### src/sv/fbfl_pkg.sv
// shared types and constants for the fixed block free list allocator
// no dependencies
package fbfl_pkg;

    localparam int MAX_BLOCKS_DEF = 64;

    localparam int MODE_W     = 2;
    localparam int IDX_W      = 6;
    localparam int CNT_W      = 7;
    localparam int ADDR_W     = 32;
    localparam int BYTES_W    = 16;
    localparam int STATUS_W   = 2;
    localparam int CFG_IDX_W  = 2;
    localparam int CFG_DATA_W = 32;

    localparam logic [MODE_W-1:0] MODE_ALLOC = 2'd0;
    localparam logic [MODE_W-1:0] MODE_FREE  = 2'd1;
    localparam logic [MODE_W-1:0] MODE_INIT  = 2'd2;

    localparam logic [STATUS_W-1:0] ST_OK        = 2'd0;
    localparam logic [STATUS_W-1:0] ST_EXHAUSTED = 2'd1;
    localparam logic [STATUS_W-1:0] ST_RANGE     = 2'd2;

    localparam logic [CFG_IDX_W-1:0] CFG_BASE   = 2'd0;
    localparam logic [CFG_IDX_W-1:0] CFG_BYTES  = 2'd1;
    localparam logic [CFG_IDX_W-1:0] CFG_BLOCKS = 2'd2;

    localparam logic [ADDR_W-1:0]  RESET_BASE   = 32'd0;
    localparam logic [BYTES_W-1:0] RESET_BYTES  = 16'd4;
    localparam logic [CNT_W-1:0]   RESET_BLOCKS = 7'd64;
    localparam logic [CNT_W-1:0]   RESET_FREE   = 7'd64;

    typedef enum logic [2:0] {
        OP_ALLOC,
        OP_FREE,
        OP_INIT,
        OP_NOP,
        OP_RANGE
    } t_op;

    typedef struct packed {
        t_op              op;
        logic [IDX_W-1:0] index;
        logic [CNT_W-1:0] count;
    } t_cmd;

endpackage

### src/sv/fixed_block_free_list_allocator.sv
// fixed size block allocator: lifo free list held in a link memory
// items pass the queue, then the result register; a granted alloc passes S_READ first
// throughput: one item a cycle unless stalled; a granted alloc holds pops in S_READ
// reset: synchronous, active low; link entries fall back to their default link at once
// depends on fbfl_pkg, fbfl_front, fbfl_queue, fbfl_back
module fixed_block_free_list_allocator #(
    parameter int MAX_BLOCKS = fbfl_pkg::MAX_BLOCKS_DEF
) (
    input  logic                             i_clk,
    input  logic                             i_rst_n,
    input  logic                             i_valid,
    output logic                             o_stall,
    input  logic [fbfl_pkg::MODE_W-1:0]      i_mode,
    input  logic [fbfl_pkg::IDX_W-1:0]       i_block_index,
    input  logic                             i_null_pointer,
    output logic                             o_valid,
    input  logic                             i_stall,
    output logic                             o_granted,
    output logic [fbfl_pkg::IDX_W-1:0]       o_given_index,
    output logic [fbfl_pkg::ADDR_W-1:0]      o_given_address,
    output logic [fbfl_pkg::CNT_W-1:0]       o_blocks_free,
    output logic [fbfl_pkg::STATUS_W-1:0]    o_status,
    input  logic                             i_cfg_valid,
    output logic                             o_cfg_ready,
    input  logic [fbfl_pkg::CFG_IDX_W-1:0]   i_cfg_index,
    input  logic [fbfl_pkg::CFG_DATA_W-1:0]  i_cfg_data
);
    import fbfl_pkg::*;

    logic [ADDR_W-1:0]  r_base_address;
    logic [BYTES_W-1:0] r_block_bytes;
    logic [CNT_W-1:0]   r_blocks_in_use;

    logic q_full;
    logic q_empty;
    logic push;
    logic pop;
    t_cmd front_cmd;
    t_cmd back_cmd;

    assign o_cfg_ready = 1'b1;

    always_ff @(posedge i_clk) begin
        if (!i_rst_n) begin
            r_base_address  <= RESET_BASE;
            r_block_bytes   <= RESET_BYTES;
            r_blocks_in_use <= RESET_BLOCKS;
        end else if (i_cfg_valid && o_cfg_ready) begin
            unique case (i_cfg_index)
                CFG_BASE:   r_base_address  <= i_cfg_data[ADDR_W-1:0];
                CFG_BYTES:  r_block_bytes   <= i_cfg_data[BYTES_W-1:0];
                CFG_BLOCKS: r_blocks_in_use <= i_cfg_data[CNT_W-1:0];
                default: ;
            endcase
        end
    end

    fbfl_front #(
        .MAX_BLOCKS (MAX_BLOCKS)
    ) u_front (
        .i_valid         (i_valid),
        .o_stall         (o_stall),
        .i_mode          (i_mode),
        .i_block_index   (i_block_index),
        .i_null_pointer  (i_null_pointer),
        .i_blocks_in_use (r_blocks_in_use),
        .i_queue_full    (q_full),
        .o_push          (push),
        .o_cmd           (front_cmd)
    );

    fbfl_queue u_queue (
        .i_clk   (i_clk),
        .i_rst_n (i_rst_n),
        .i_push  (push),
        .i_cmd   (front_cmd),
        .o_full  (q_full),
        .i_pop   (pop),
        .o_cmd   (back_cmd),
        .o_empty (q_empty)
    );

    fbfl_back #(
        .MAX_BLOCKS (MAX_BLOCKS)
    ) u_back (
        .i_clk           (i_clk),
        .i_rst_n         (i_rst_n),
        .i_cmd           (back_cmd),
        .i_empty         (q_empty),
        .o_pop           (pop),
        .i_base_address  (r_base_address),
        .i_block_bytes   (r_block_bytes),
        .o_valid         (o_valid),
        .i_stall         (i_stall),
        .o_granted       (o_granted),
        .o_given_index   (o_given_index),
        .o_given_address (o_given_address),
        .o_blocks_free   (o_blocks_free),
        .o_status        (o_status)
    );

endmodule

### src/sv/fbfl_ram.sv
// generic single write port ram with registered read
// no dependencies
module fbfl_ram #(
    parameter int WIDTH = 8,
    parameter int DEPTH = 64
) (
    input  logic                     i_clk,
    input  logic                     i_we,
    input  logic [$clog2(DEPTH)-1:0] i_waddr,
    input  logic [WIDTH-1:0]         i_wdata,
    input  logic [$clog2(DEPTH)-1:0] i_raddr,
    output logic [WIDTH-1:0]         o_rdata
);

    logic [WIDTH-1:0] r_mem [DEPTH];
    logic [WIDTH-1:0] r_rdata;

    always_ff @(posedge i_clk) begin
        if (i_we) begin
            r_mem[i_waddr] <= i_wdata;
        end
        r_rdata <= r_mem[i_raddr];
    end

    assign o_rdata = r_rdata;

endmodule

### src/sv/fbfl_front.sv
// front end: accepts request items and classifies them into commands
// depends on fbfl_pkg
module fbfl_front #(
    parameter int MAX_BLOCKS = fbfl_pkg::MAX_BLOCKS_DEF
) (
    input  logic                         i_valid,
    output logic                         o_stall,
    input  logic [fbfl_pkg::MODE_W-1:0]  i_mode,
    input  logic [fbfl_pkg::IDX_W-1:0]   i_block_index,
    input  logic                         i_null_pointer,
    input  logic [fbfl_pkg::CNT_W-1:0]   i_blocks_in_use,
    input  logic                         i_queue_full,
    output logic                         o_push,
    output fbfl_pkg::t_cmd               o_cmd
);
    import fbfl_pkg::*;

    localparam int CLAMP = (MAX_BLOCKS > 127) ? 127 : MAX_BLOCKS;

    logic [CNT_W-1:0] carved;

    assign carved  = (i_blocks_in_use > CNT_W'(CLAMP)) ? CNT_W'(CLAMP) : i_blocks_in_use;
    assign o_stall = i_queue_full;
    assign o_push  = i_valid && !i_queue_full;

    always_comb begin
        o_cmd.index = i_block_index;
        o_cmd.count = carved;
        unique case (i_mode)
            MODE_ALLOC: o_cmd.op = OP_ALLOC;
            MODE_FREE: begin
                if (i_null_pointer) begin
                    o_cmd.op = OP_NOP;
                end else if ({1'b0, i_block_index} >= carved) begin
                    o_cmd.op = OP_RANGE;
                end else begin
                    o_cmd.op = OP_FREE;
                end
            end
            MODE_INIT: o_cmd.op = OP_INIT;
            default:   o_cmd.op = OP_NOP;
        endcase
    end

endmodule

### src/sv/fbfl_queue.sv
// two entry command queue between front end and back end
// depends on fbfl_pkg
module fbfl_queue (
    input  logic           i_clk,
    input  logic           i_rst_n,
    input  logic           i_push,
    input  fbfl_pkg::t_cmd i_cmd,
    output logic           o_full,
    input  logic           i_pop,
    output fbfl_pkg::t_cmd o_cmd,
    output logic           o_empty
);
    import fbfl_pkg::*;

    localparam int DEPTH = 2;
    localparam int PTR_W = $clog2(DEPTH);
    localparam int CNT_QW = $clog2(DEPTH + 1);

    t_cmd              r_slot [DEPTH];
    logic [PTR_W-1:0]  r_wr_ptr;
    logic [PTR_W-1:0]  r_rd_ptr;
    logic [CNT_QW-1:0] r_count;
    logic              do_push;
    logic              do_pop;

    assign o_full  = (r_count == CNT_QW'(DEPTH));
    assign o_empty = (r_count == '0);
    assign o_cmd   = r_slot[r_rd_ptr];
    assign do_push = i_push && !o_full;
    assign do_pop  = i_pop && !o_empty;

    always_ff @(posedge i_clk) begin
        if (do_push) begin
            r_slot[r_wr_ptr] <= i_cmd;
        end
    end

    always_ff @(posedge i_clk) begin
        if (!i_rst_n) begin
            r_wr_ptr <= '0;
            r_rd_ptr <= '0;
            r_count  <= '0;
        end else begin
            if (do_push) begin
                r_wr_ptr <= r_wr_ptr + 1'b1;
            end
            if (do_pop) begin
                r_rd_ptr <= r_rd_ptr + 1'b1;
            end
            if (do_push && !do_pop) begin
                r_count <= r_count + 1'b1;
            end else if (do_pop && !do_push) begin
                r_count <= r_count - 1'b1;
            end
        end
    end

endmodule

### src/sv/fbfl_back.sv
// back end: runs commands against the free list and holds the result register
// depends on fbfl_pkg and fbfl_ram
module fbfl_back #(
    parameter int MAX_BLOCKS = fbfl_pkg::MAX_BLOCKS_DEF
) (
    input  logic                           i_clk,
    input  logic                           i_rst_n,
    input  fbfl_pkg::t_cmd                 i_cmd,
    input  logic                           i_empty,
    output logic                           o_pop,
    input  logic [fbfl_pkg::ADDR_W-1:0]    i_base_address,
    input  logic [fbfl_pkg::BYTES_W-1:0]   i_block_bytes,
    output logic                           o_valid,
    input  logic                           i_stall,
    output logic                           o_granted,
    output logic [fbfl_pkg::IDX_W-1:0]     o_given_index,
    output logic [fbfl_pkg::ADDR_W-1:0]    o_given_address,
    output logic [fbfl_pkg::CNT_W-1:0]     o_blocks_free,
    output logic [fbfl_pkg::STATUS_W-1:0]  o_status
);
    import fbfl_pkg::*;

    localparam int IW = $clog2(MAX_BLOCKS);

    typedef enum logic [1:0] {
        S_IDLE = 2'b01,
        S_READ = 2'b10
    } t_state;

    t_state               r_state, n_state;
    logic [IW-1:0]        r_head, n_head;
    logic                 r_empty, n_empty;
    logic [CNT_W-1:0]     r_free_total, n_free_total;
    logic [MAX_BLOCKS-1:0] r_link_ok, n_link_ok;
    logic [ADDR_W-1:0]    r_prod;

    logic                 r_out_valid;
    logic                 r_granted, n_granted;
    logic [IDX_W-1:0]     r_gidx, n_gidx;
    logic [ADDR_W-1:0]    r_gaddr, n_gaddr;
    logic [CNT_W-1:0]     r_bfree;
    logic [STATUS_W-1:0]  r_status, n_status;

    logic                 out_free;
    logic                 load;
    logic                 ram_we;
    logic [IW-1:0]        cmd_idx;
    logic [IW-1:0]        rdata;
    logic [IW-1:0]        dflt_link;
    logic [IW-1:0]        link;
    logic [CNT_W-1:0]     dec_total;

    assign out_free  = !r_out_valid || !i_stall;
    assign o_pop     = (r_state == S_IDLE) && !i_empty && out_free;
    assign cmd_idx   = IW'(i_cmd.index);
    assign ram_we    = o_pop && (i_cmd.op == OP_FREE);
    assign dflt_link = (r_head == IW'(MAX_BLOCKS - 1)) ? '0 : r_head + 1'b1;
    assign link      = r_link_ok[r_head] ? rdata : dflt_link;
    assign dec_total = r_free_total - 1'b1;

    fbfl_ram #(
        .WIDTH (IW),
        .DEPTH (MAX_BLOCKS)
    ) u_links (
        .i_clk   (i_clk),
        .i_we    (ram_we),
        .i_waddr (cmd_idx),
        .i_wdata (r_head),
        .i_raddr (r_head),
        .o_rdata (rdata)
    );

    always_comb begin
        n_state      = r_state;
        n_head       = r_head;
        n_empty      = r_empty;
        n_free_total = r_free_total;
        n_link_ok    = r_link_ok;
        load         = 1'b0;
        n_granted    = 1'b0;
        n_gidx       = '0;
        n_gaddr      = '0;
        n_status     = ST_OK;
        unique case (r_state)
            S_IDLE: begin
                if (o_pop) begin
                    case (i_cmd.op)
                        OP_ALLOC: begin
                            if (r_empty) begin
                                load     = 1'b1;
                                n_status = ST_EXHAUSTED;
                            end else begin
                                n_state = S_READ;
                            end
                        end
                        OP_FREE: begin
                            n_link_ok[cmd_idx] = 1'b1;
                            n_head             = cmd_idx;
                            n_free_total       = r_free_total + 1'b1;
                            n_empty            = 1'b0;
                            load               = 1'b1;
                        end
                        OP_INIT: begin
                            n_link_ok    = '0;
                            n_head       = '0;
                            n_free_total = i_cmd.count;
                            n_empty      = (i_cmd.count == '0);
                            load         = 1'b1;
                        end
                        OP_RANGE: begin
                            n_status = ST_RANGE;
                            load     = 1'b1;
                        end
                        default: load = 1'b1;
                    endcase
                end
            end
            S_READ: begin
                n_head       = link;
                n_free_total = dec_total;
                n_empty      = (dec_total == '0);
                n_granted    = 1'b1;
                n_gidx       = IDX_W'(r_head);
                n_gaddr      = i_base_address + r_prod;
                load         = 1'b1;
                n_state      = S_IDLE;
            end
            default: n_state = S_IDLE;
        endcase
    end

    always_ff @(posedge i_clk) begin
        if (!i_rst_n) begin
            r_state      <= S_IDLE;
            r_head       <= '0;
            r_empty      <= 1'b0;
            r_free_total <= RESET_FREE;
            r_link_ok    <= '0;
            r_out_valid  <= 1'b0;
        end else begin
            r_state      <= n_state;
            r_head       <= n_head;
            r_empty      <= n_empty;
            r_free_total <= n_free_total;
            r_link_ok    <= n_link_ok;
            if (load) begin
                r_out_valid <= 1'b1;
            end else if (!i_stall) begin
                r_out_valid <= 1'b0;
            end
        end
    end

    // payload registers
    always_ff @(posedge i_clk) begin
        r_prod <= ADDR_W'(r_head) * ADDR_W'(i_block_bytes);
        if (load) begin
            r_granted <= n_granted;
            r_gidx    <= n_gidx;
            r_gaddr   <= n_gaddr;
            r_bfree   <= n_free_total;
            r_status  <= n_status;
        end
    end

    assign o_valid         = r_out_valid;
    assign o_granted       = r_granted;
    assign o_given_index   = r_gidx;
    assign o_given_address = r_gaddr;
    assign o_blocks_free   = r_bfree;
    assign o_status        = r_status;

endmodule

### config.mk
export PLATFORM = sky130hd
export DESIGN_NAME = fixed_block_free_list_allocator
export DESIGN_NICKNAME = d
export VERILOG_FILES = /design/src/sv/fbfl_pkg.sv /design/src/sv/fixed_block_free_list_allocator.sv /design/src/sv/fbfl_ram.sv /design/src/sv/fbfl_front.sv /design/src/sv/fbfl_queue.sv /design/src/sv/fbfl_back.sv
export SDC_FILE = /design/constraint.sdc
export NUM_CORES = 1
export LEC_CHECK = 0
export BUFFER_PORTS_ARGS = -buffer_cell sky130_fd_sc_hd__clkbuf_2
export CAP_MARGIN = 15
export CORE_MARGIN = 1
export CORE_UTILIZATION = 50
export DETAILED_ROUTE_END_ITERATION = 8
export HOLD_SLACK_MARGIN = 0.05
export PLACE_DENSITY = 0.76
export SYNTH_ARGS = -nofsm -noshare
export SYNTH_HDL_FRONTEND = slang
export SYNTH_SLANG_ARGS = --single-unit
### constraint.sdc
create_clock -name i_clk -period 7.69 [get_ports i_clk]
set_input_delay 0.769 -clock i_clk [delete_from_list [all_inputs] [get_ports i_clk]]
set_output_delay 0.769 -clock i_clk [all_outputs]
set_load 0.01 [all_outputs]
==> impl_metrics.env, run 1 <==
export IMPL_status="finished clean"
export IMPL_max_cap_viol_count=0
export IMPL_hpwl_mm=40.2
export IMPL_synth_largest_area_cell="edfxtp_1"
export IMPL_insertion_delay_ns=0.64
export IMPL_die_y_um=242
export IMPL_yosysWarnings=0
export IMPL_synth_top_family_by_area="multiplexers"
export IMPL_cts_resized=0
export IMPL_synth_async_sr_flop_share=0
export IMPL_arrival_ns=5.40
export IMPL_overflow=0
export IMPL_clock_sinks=633
export IMPL_cp_end_kind="flip-flop"
export IMPL_finalClockSkew_ns=0.0261
export IMPL_top_usage_layer="met2"
export IMPL_postSynthAreaPerCell_sq_um=13.6
export IMPL_power_frac_seq=0.478
export IMPL_tightest_slew_ns=1.11
export IMPL_ant_nets=0
export IMPL_yosysSeqAreaShare=0.601
export IMPL_combPwrFrac=0.192
export IMPL_synthMuxAreaShare=0.125
export IMPL_tns_ns=0
export IMPL_clockPowerShare=0.330
export IMPL_dr_pass1_iters=5
export IMPL_boundaryPins=99
export IMPL_synth_adder_area_share=0.0685
export IMPL_yosysMostFrequentCell="edfxtp_1"
export IMPL_grt_max_degree=98
export IMPL_htree_levels=2
export IMPL_cts_tree="built"
export IMPL_period_needed_ns=4.85
export IMPL_fin_crit_sh=0.631
export IMPL_clockBufferDepth=3
export IMPL_synthTopCellsByCount="464 x edfxtp_1, 222 x nor2_1, 175 x a21oi_1"
export IMPL_nNetsFinal=2377
export IMPL_drive_gt1_frac=0.165
export IMPL_synth_main_ff_cell="edfxtp_1"
export IMPL_synthSimpleGateAreaFrac=0.0965
export IMPL_slew_headroom=0.260
export IMPL_ys_ff_latch=633
export IMPL_critical_path_class="flip-flop to flip-flop"
export IMPL_postSynthCellCount=2127
export IMPL_gr_usage_all_layers=0.210
export IMPL_dieArea_sq_um=58600
export IMPL_n_antenna_cell=0
export IMPL_switching_power_w=0.00253
export IMPL_ir_drop_uv=208
export IMPL_critical_path_required_ns=8.24
export IMPL_grt_pass1_vias=17600
export IMPL_grt_pass1_wl_mm=97.7
export IMPL_grtUsageMet3=0.0300
export IMPL_wl_per_cell_um=20.5
export IMPL_initial_core_util=0.508
export IMPL_leakagePower_nw=11.6
export IMPL_place_congestion=0.847
export IMPL_dieWidth_um=242
export IMPL_synth_fp_nets=2298
export IMPL_hold_path_class="primary input to flip-flop"
export IMPL_syn_to_final_growth_pct=11.0
export IMPL_synthDistinctLibCells=71
export IMPL_cp_start_kind="flip-flop"
export IMPL_vias_per_cell=5.83
export IMPL_gr_usage_met2=0.363
export IMPL_synth_compound_area_share=0.0694
export IMPL_critPathMaxFanout=86
export IMPL_postCtsSetupBuffers=0
export IMPL_dr_first_iter_drc_count=1603
export IMPL_fmaxAchievable_mhz=206
export IMPL_slew_viol_final=0
export IMPL_clockRootBuffer="clkbuf_16"
export IMPL_rsz0062_at_grt="false"
export IMPL_synthXorXnorAreaFrac=0.0128
export IMPL_synthTopCellsByArea="edfxtp_1 48%, dfxtp_1 12%, mux4_2 11%"
export IMPL_hold_buffers=0
export IMPL_drt_total_wl_mm=61.7
export IMPL_synth_edf_count=464
export IMPL_swShare=0.285
export IMPL_antenna_found_initial=0
export IMPL_synth_top_area_share=0.483
export IMPL_synth_cell_area_sq_um=28800
export IMPL_finalNonFillerCells=3015
export IMPL_hold_viol=0
export IMPL_setup_viol=0
export IMPL_vias=17600
export IMPL_cts_inserted_buffers=61
export IMPL_drc_errors=0
export IMPL_p_int_w=0.00633
export IMPL_use_met1=0.278
export IMPL_p_per_area_nw_per_um2=277
export IMPL_post_place_cells=2898
export IMPL_coreArea_sq_um=56700
export IMPL_clk_pin_slew_ns=0.06
export IMPL_portBuffers=97
export IMPL_row_count=87
## placed cells by master (no fill, tap or decap), drive strengths merged, types with 15 or more instances in the layout
cell type  synthesis  routed
nor2             222     222
xnor2             26      26
nand2            173     173
dfxtp            169     169
buf               34      18
xor2              16      16
o21ai             46      46
and2             101     101
inv              104     108
ha                65      65
mux2i             33      33
fa                58      58
a21o              20      20
clkbuf            65     172
clkinv             0      32
nand2b            15      15
nand3             24      24
a211oi            18      18
edfxtp           464     464
mux4             138     138
a21oi            175     175
## path summary, 6_finish.rpt
check                          to  cells after the start                 start  slack, ns
max             u_back.r_prod[20]                     16      u_back.r_head[2]       2.84
min            r_base_address[31]                      3        i_cfg_data[31]       0.37
max reg2reg     u_back.r_prod[20]                     16      u_back.r_head[2]       2.84
min reg2reg  u_back.r_link_ok[58]                      2  u_back.r_link_ok[58]       0.47
## cell type report
class	count	area (sq um)
Fill cell	4338	24700
Sequential cell	633	17300
Multi-Input combinational cell	1291	10700
Clock buffer	75	1650
Tap cell	756	946
Timing Repair Buffer	115	633
Inverter	104	390
Clock inverter	41	328
## kinds of logic (layout without fill, tap and decap cells)
family                   after synthesis  count (layout)
flip-flops                           633             633
AND/OR/NAND/NOR                      606             606
AO/OA/AOI/OAI                        336             336
buffers and inverters                203             335
multiplexers                         183             183
adder cells (fa/ha/maj)              123             123
XOR/XNOR                              42              42
other                                  1               1
## metal layers
layer | up-vias | part of all wire
met4 | 0 | 0.021
met2 | 705 | 0.51
met3 | 108 | 0.066
li1 | 7990 | -
met5 | - | 0
met1 | 8789 | 0.41
## power by group through the flow
stage | combinational, W | clock [W] | sequential [W]
2_1_floorplan | 0.00112 | 0 | 0.00433
3_3_place_gp | 0.00165 | 0 | 0.00429
3_5_place_dp | 0.00170 | 0 | 0.00430
4_1_cts | 0.00171 | 0.00298 | 0.00423
5_1_grt | 0.00184 | 0.00310 | 0.00426
6_report | 0.00170 | 0.00293 | 0.00423
## worst max-delay path: stages (launching register included)
cell,delay [ns]
dfxtp_4,0.42
buf_4,0.82
and2_1,0.27
fa_1,0.40
ha_1,0.21
inv_1,0.07
fa_1,0.46
inv_1,0.08
ha_1,0.23
a211oi_1,0.30
o211ai_1,0.18
nand2_1,0.14
o21ai_0,0.18
a221o_1,0.39
a211o_1,0.28
a21oi_1,0.17
xnor2_1,0.13
## sequential cells by signal, indices dropped and copies added (netlist names), named ones only
register,cells
u_queue.r_rd_ptr,1
u_back.r_empty,1
u_back.r_free_total,7
r_block_bytes,16
u_back.o_given_address,32
u_back.o_status,2
r_base_address,32
u_back.o_valid,1
u_back.r_head,6
u_back.u_links.o_rdata,6
u_back.r_prod,22
r_blocks_in_use,7
u_queue.r_slot,32
u_queue.r_wr_ptr,1
u_back.r_link_ok,64
u_queue.r_count,2
u_back.o_granted,1
u_back.u_links.r_mem,384
u_back.o_blocks_free,7
u_back.o_given_index,6
u_back.r_state,2
## through the flow
step	instance area (sq um)	power (W)	hold slack [ns]	utilization	worst slack (ns)
floorplan	28800	0.00545	0.428	-	1.59
detailed placement	30000	0.00600	0.450	0.529	2.87
finish	32000	0.00886	0.372	0.565	2.84
CTS	32000	0.00892	0.345	0.564	2.85
global placement	30000	0.00594	0.439	0.529	2.95
global route	32000	0.00920	0.370	0.565	2.49
No activity file was read; power rests on OpenSTA's default activity.
==> run 2: changes to the inputs <==
PLACE_DENSITY = 0.79   (was 0.76)
clock period = 4.1 ns   (was 7.69 ns; I/O delays follow)
==> impl_metrics.env, run 2 (synthesized netlist as in run 1, its figures left out) <==
export IMPL_wl_per_cell_um=20.9
export IMPL_dieWidth_um=242
export IMPL_fin_crit_sh=0.964
export IMPL_n_antenna_cell=0
export IMPL_dieArea_sq_um=58600
export IMPL_coreArea_sq_um=56700
export IMPL_fin_area_sq_um=32800
export IMPL_period_needed_ns=3.95
export IMPL_cpPeakStageDelay_ns=0.54
export IMPL_tightest_slew_ns=1.07
export IMPL_drive_gt1_frac=0.190
export IMPL_leakagePower_nw=11.9
export IMPL_insertion_delay_ns=0.61
export IMPL_setup_viol=0
export IMPL_max_cap_viol_count=0
export IMPL_portBuffers=97
export IMPL_htree_levels=3
export IMPL_grt_pass1_vias=18000
export IMPL_finalClockSkew_ns=0.0321
export IMPL_place_area_sq_um=30400
export IMPL_nNetsFinal=2427
export IMPL_clockBufferDepth=3
export IMPL_vias_per_cell=5.81
export IMPL_post_place_cells=2921
export IMPL_drt_total_wl_mm=64.1
export IMPL_cts_tree="built"
export IMPL_utilization=0.579
export IMPL_regMostFlops="u_back.u_links.r_mem"
export IMPL_final_common_cell="edfxtp_1"
export IMPL_syn_to_final_growth_pct=13.8
export IMPL_arrival_ns=4.44
export IMPL_ant_nets=0
export IMPL_status="finished clean"
export IMPL_critPathSlowestCell="fa_1"
export IMPL_row_count=87
export IMPL_cp_cell_sequence="buf_4 -> nand2_1 -> fa_1 -> fa_1 -> fa_1 -> inv_1 -> ha_1 -> a21o_1 -> a21o_1 -> a221o_1 -> a211o_1 -> a21oi_2 -> xnor2_1"
export IMPL_critPathMaxFanout=10
export IMPL_grt_pass1_wl_mm=101
export IMPL_die_y_um=242
export IMPL_slew_viol_final=0
export IMPL_p_per_area_nw_per_um2=525
export IMPL_drc_errors=0
export IMPL_overflow=0
export IMPL_grt_max_degree=161
export IMPL_place_congestion=0.886
export IMPL_hold_viol=0
export IMPL_gr_usage_all_layers=0.220
export IMPL_initial_core_util=0.508
export IMPL_critical_path_class="flip-flop to flip-flop"
export IMPL_ir_drop_uv=393
export IMPL_boundaryPins=99
export IMPL_slew_headroom=0.289
export IMPL_vias=17800
export IMPL_critical_path_required_ns=4.59
export IMPL_mostFrequentLayoutCells="464 x edfxtp_1, 221 x nor2_1, 172 x nand2_1, 169 x a21oi_1, 161 x dfxtp_1"
export IMPL_clock_sinks=633
export IMPL_ff2ff_path_depth=13
export IMPL_rsz0062_at_grt="true"
export IMPL_dr_first_iter_drc_count=1521
export IMPL_hold_slack_ns=0.0746
export IMPL_cp_common_cell="fa_1"
export IMPL_finalNonFillerCells=3065
export IMPL_top_regs="u_back.u_links.r_mem x384, u_back.r_link_ok x64"
export IMPL_cp_start_kind="flip-flop"
export IMPL_holdPathStages=1
export IMPL_hold_path_class="primary input to flip-flop"
export IMPL_worst_slack_ns=0.148
export IMPL_place_ws_ns=0.0714
export IMPL_antenna_found_initial=0
export IMPL_dr_pass1_iters=5
export IMPL_hpwl_mm=40.0
export IMPL_cts_inserted_buffers=67
export IMPL_cp_end_kind="flip-flop"
export IMPL_clk_pin_slew_ns=0.06
export IMPL_clockRootBuffer="clkbuf_16"
export IMPL_fmaxAchievable_mhz=253
export IMPL_largest_reg_flops=384
run 2: cell count changes in the layout (fill, tap and decap cells not counted), moves of 5 or more:
cell           previous run  this run
dlygate4sd3_1             0        20
buf_4                    17        40
ha_1                     65        56
ha_4                      0         9
clkbuf_16                63        69
a21oi_2                   0         6
clkinv_2                 14         8
o21ai_0                  41        36
a21oi_1                 175       169
run 2: timing repair:
| item | CTS | global route |
|---|---|---|
| hold buffers | 20 | 0 |
| endpoints found under the hold margin | 22 | 0 |
| setup endpoints to repair | 0 | 3 |
| resized for setup | 0 | 9 |
| buffers inserted | 0 | 2 |
run 2: path summary, 6_finish.rpt:
kind / start / end / slack [ns]
worst min-delay path: i_block_index[1] / u_queue.r_slot[0][8] / 0.07
worst max-delay path: u_back.r_head[4] / u_back.r_prod[20] / 0.15
worst max register to register: u_back.r_head[4] / u_back.r_prod[20] / 0.15
worst min register to register: r_base_address[9] / r_base_address[9] / 0.46
run 2: metrics by stage:
| stage | total power (W) | TNS, ns |
|---|---|---|
| floorplan | 0.0103 | -2.70 |
| finish | 0.0172 | 0 |
| CTS | 0.0173 | 0 |
| global placement | 0.0112 | 0 |
| global route | 0.0179 | -0.00990 |
| detailed placement | 0.0113 | 0 |
run 2: critical path: cells and delay by family (launching register included):
family / cells / cell delay [ns]
compound gates: 5 / 1.22
simple gates: 1 / 0.09
fa+ha+maj: 4 / 1.86
buf+inv: 2 / 0.21
xor+xnor: 1 / 0.08
flops: 1 / 0.39
run 2: layout make-up:
type,count,area (sq um)
Clock buffer,87,1860
Clock inverter,35,339
Fill cell,4184,23900
Inverter,104,390
Multi-Input combinational cell,1291,10900
Sequential cell,633,17300
Tap cell,756,946
Timing Repair Buffer,159,1020
run 2: per-layer routing:
layer | track usage | share of wire
met3 | 0.0370 | 0.069
met2 | 0.378 | 0.50
met5 | 0 | 0
met1 | 0.284 | 0.40
met4 | 0.0706 | 0.027
run 2: power by group:
group | switching [W] | internal [W] | leakage (nW)
sequential | 0.000265 | 0.00760 | 5.83
combinational | 0.00206 | 0.00130 | 5.02
clock | 0.00255 | 0.00344 | 1.07
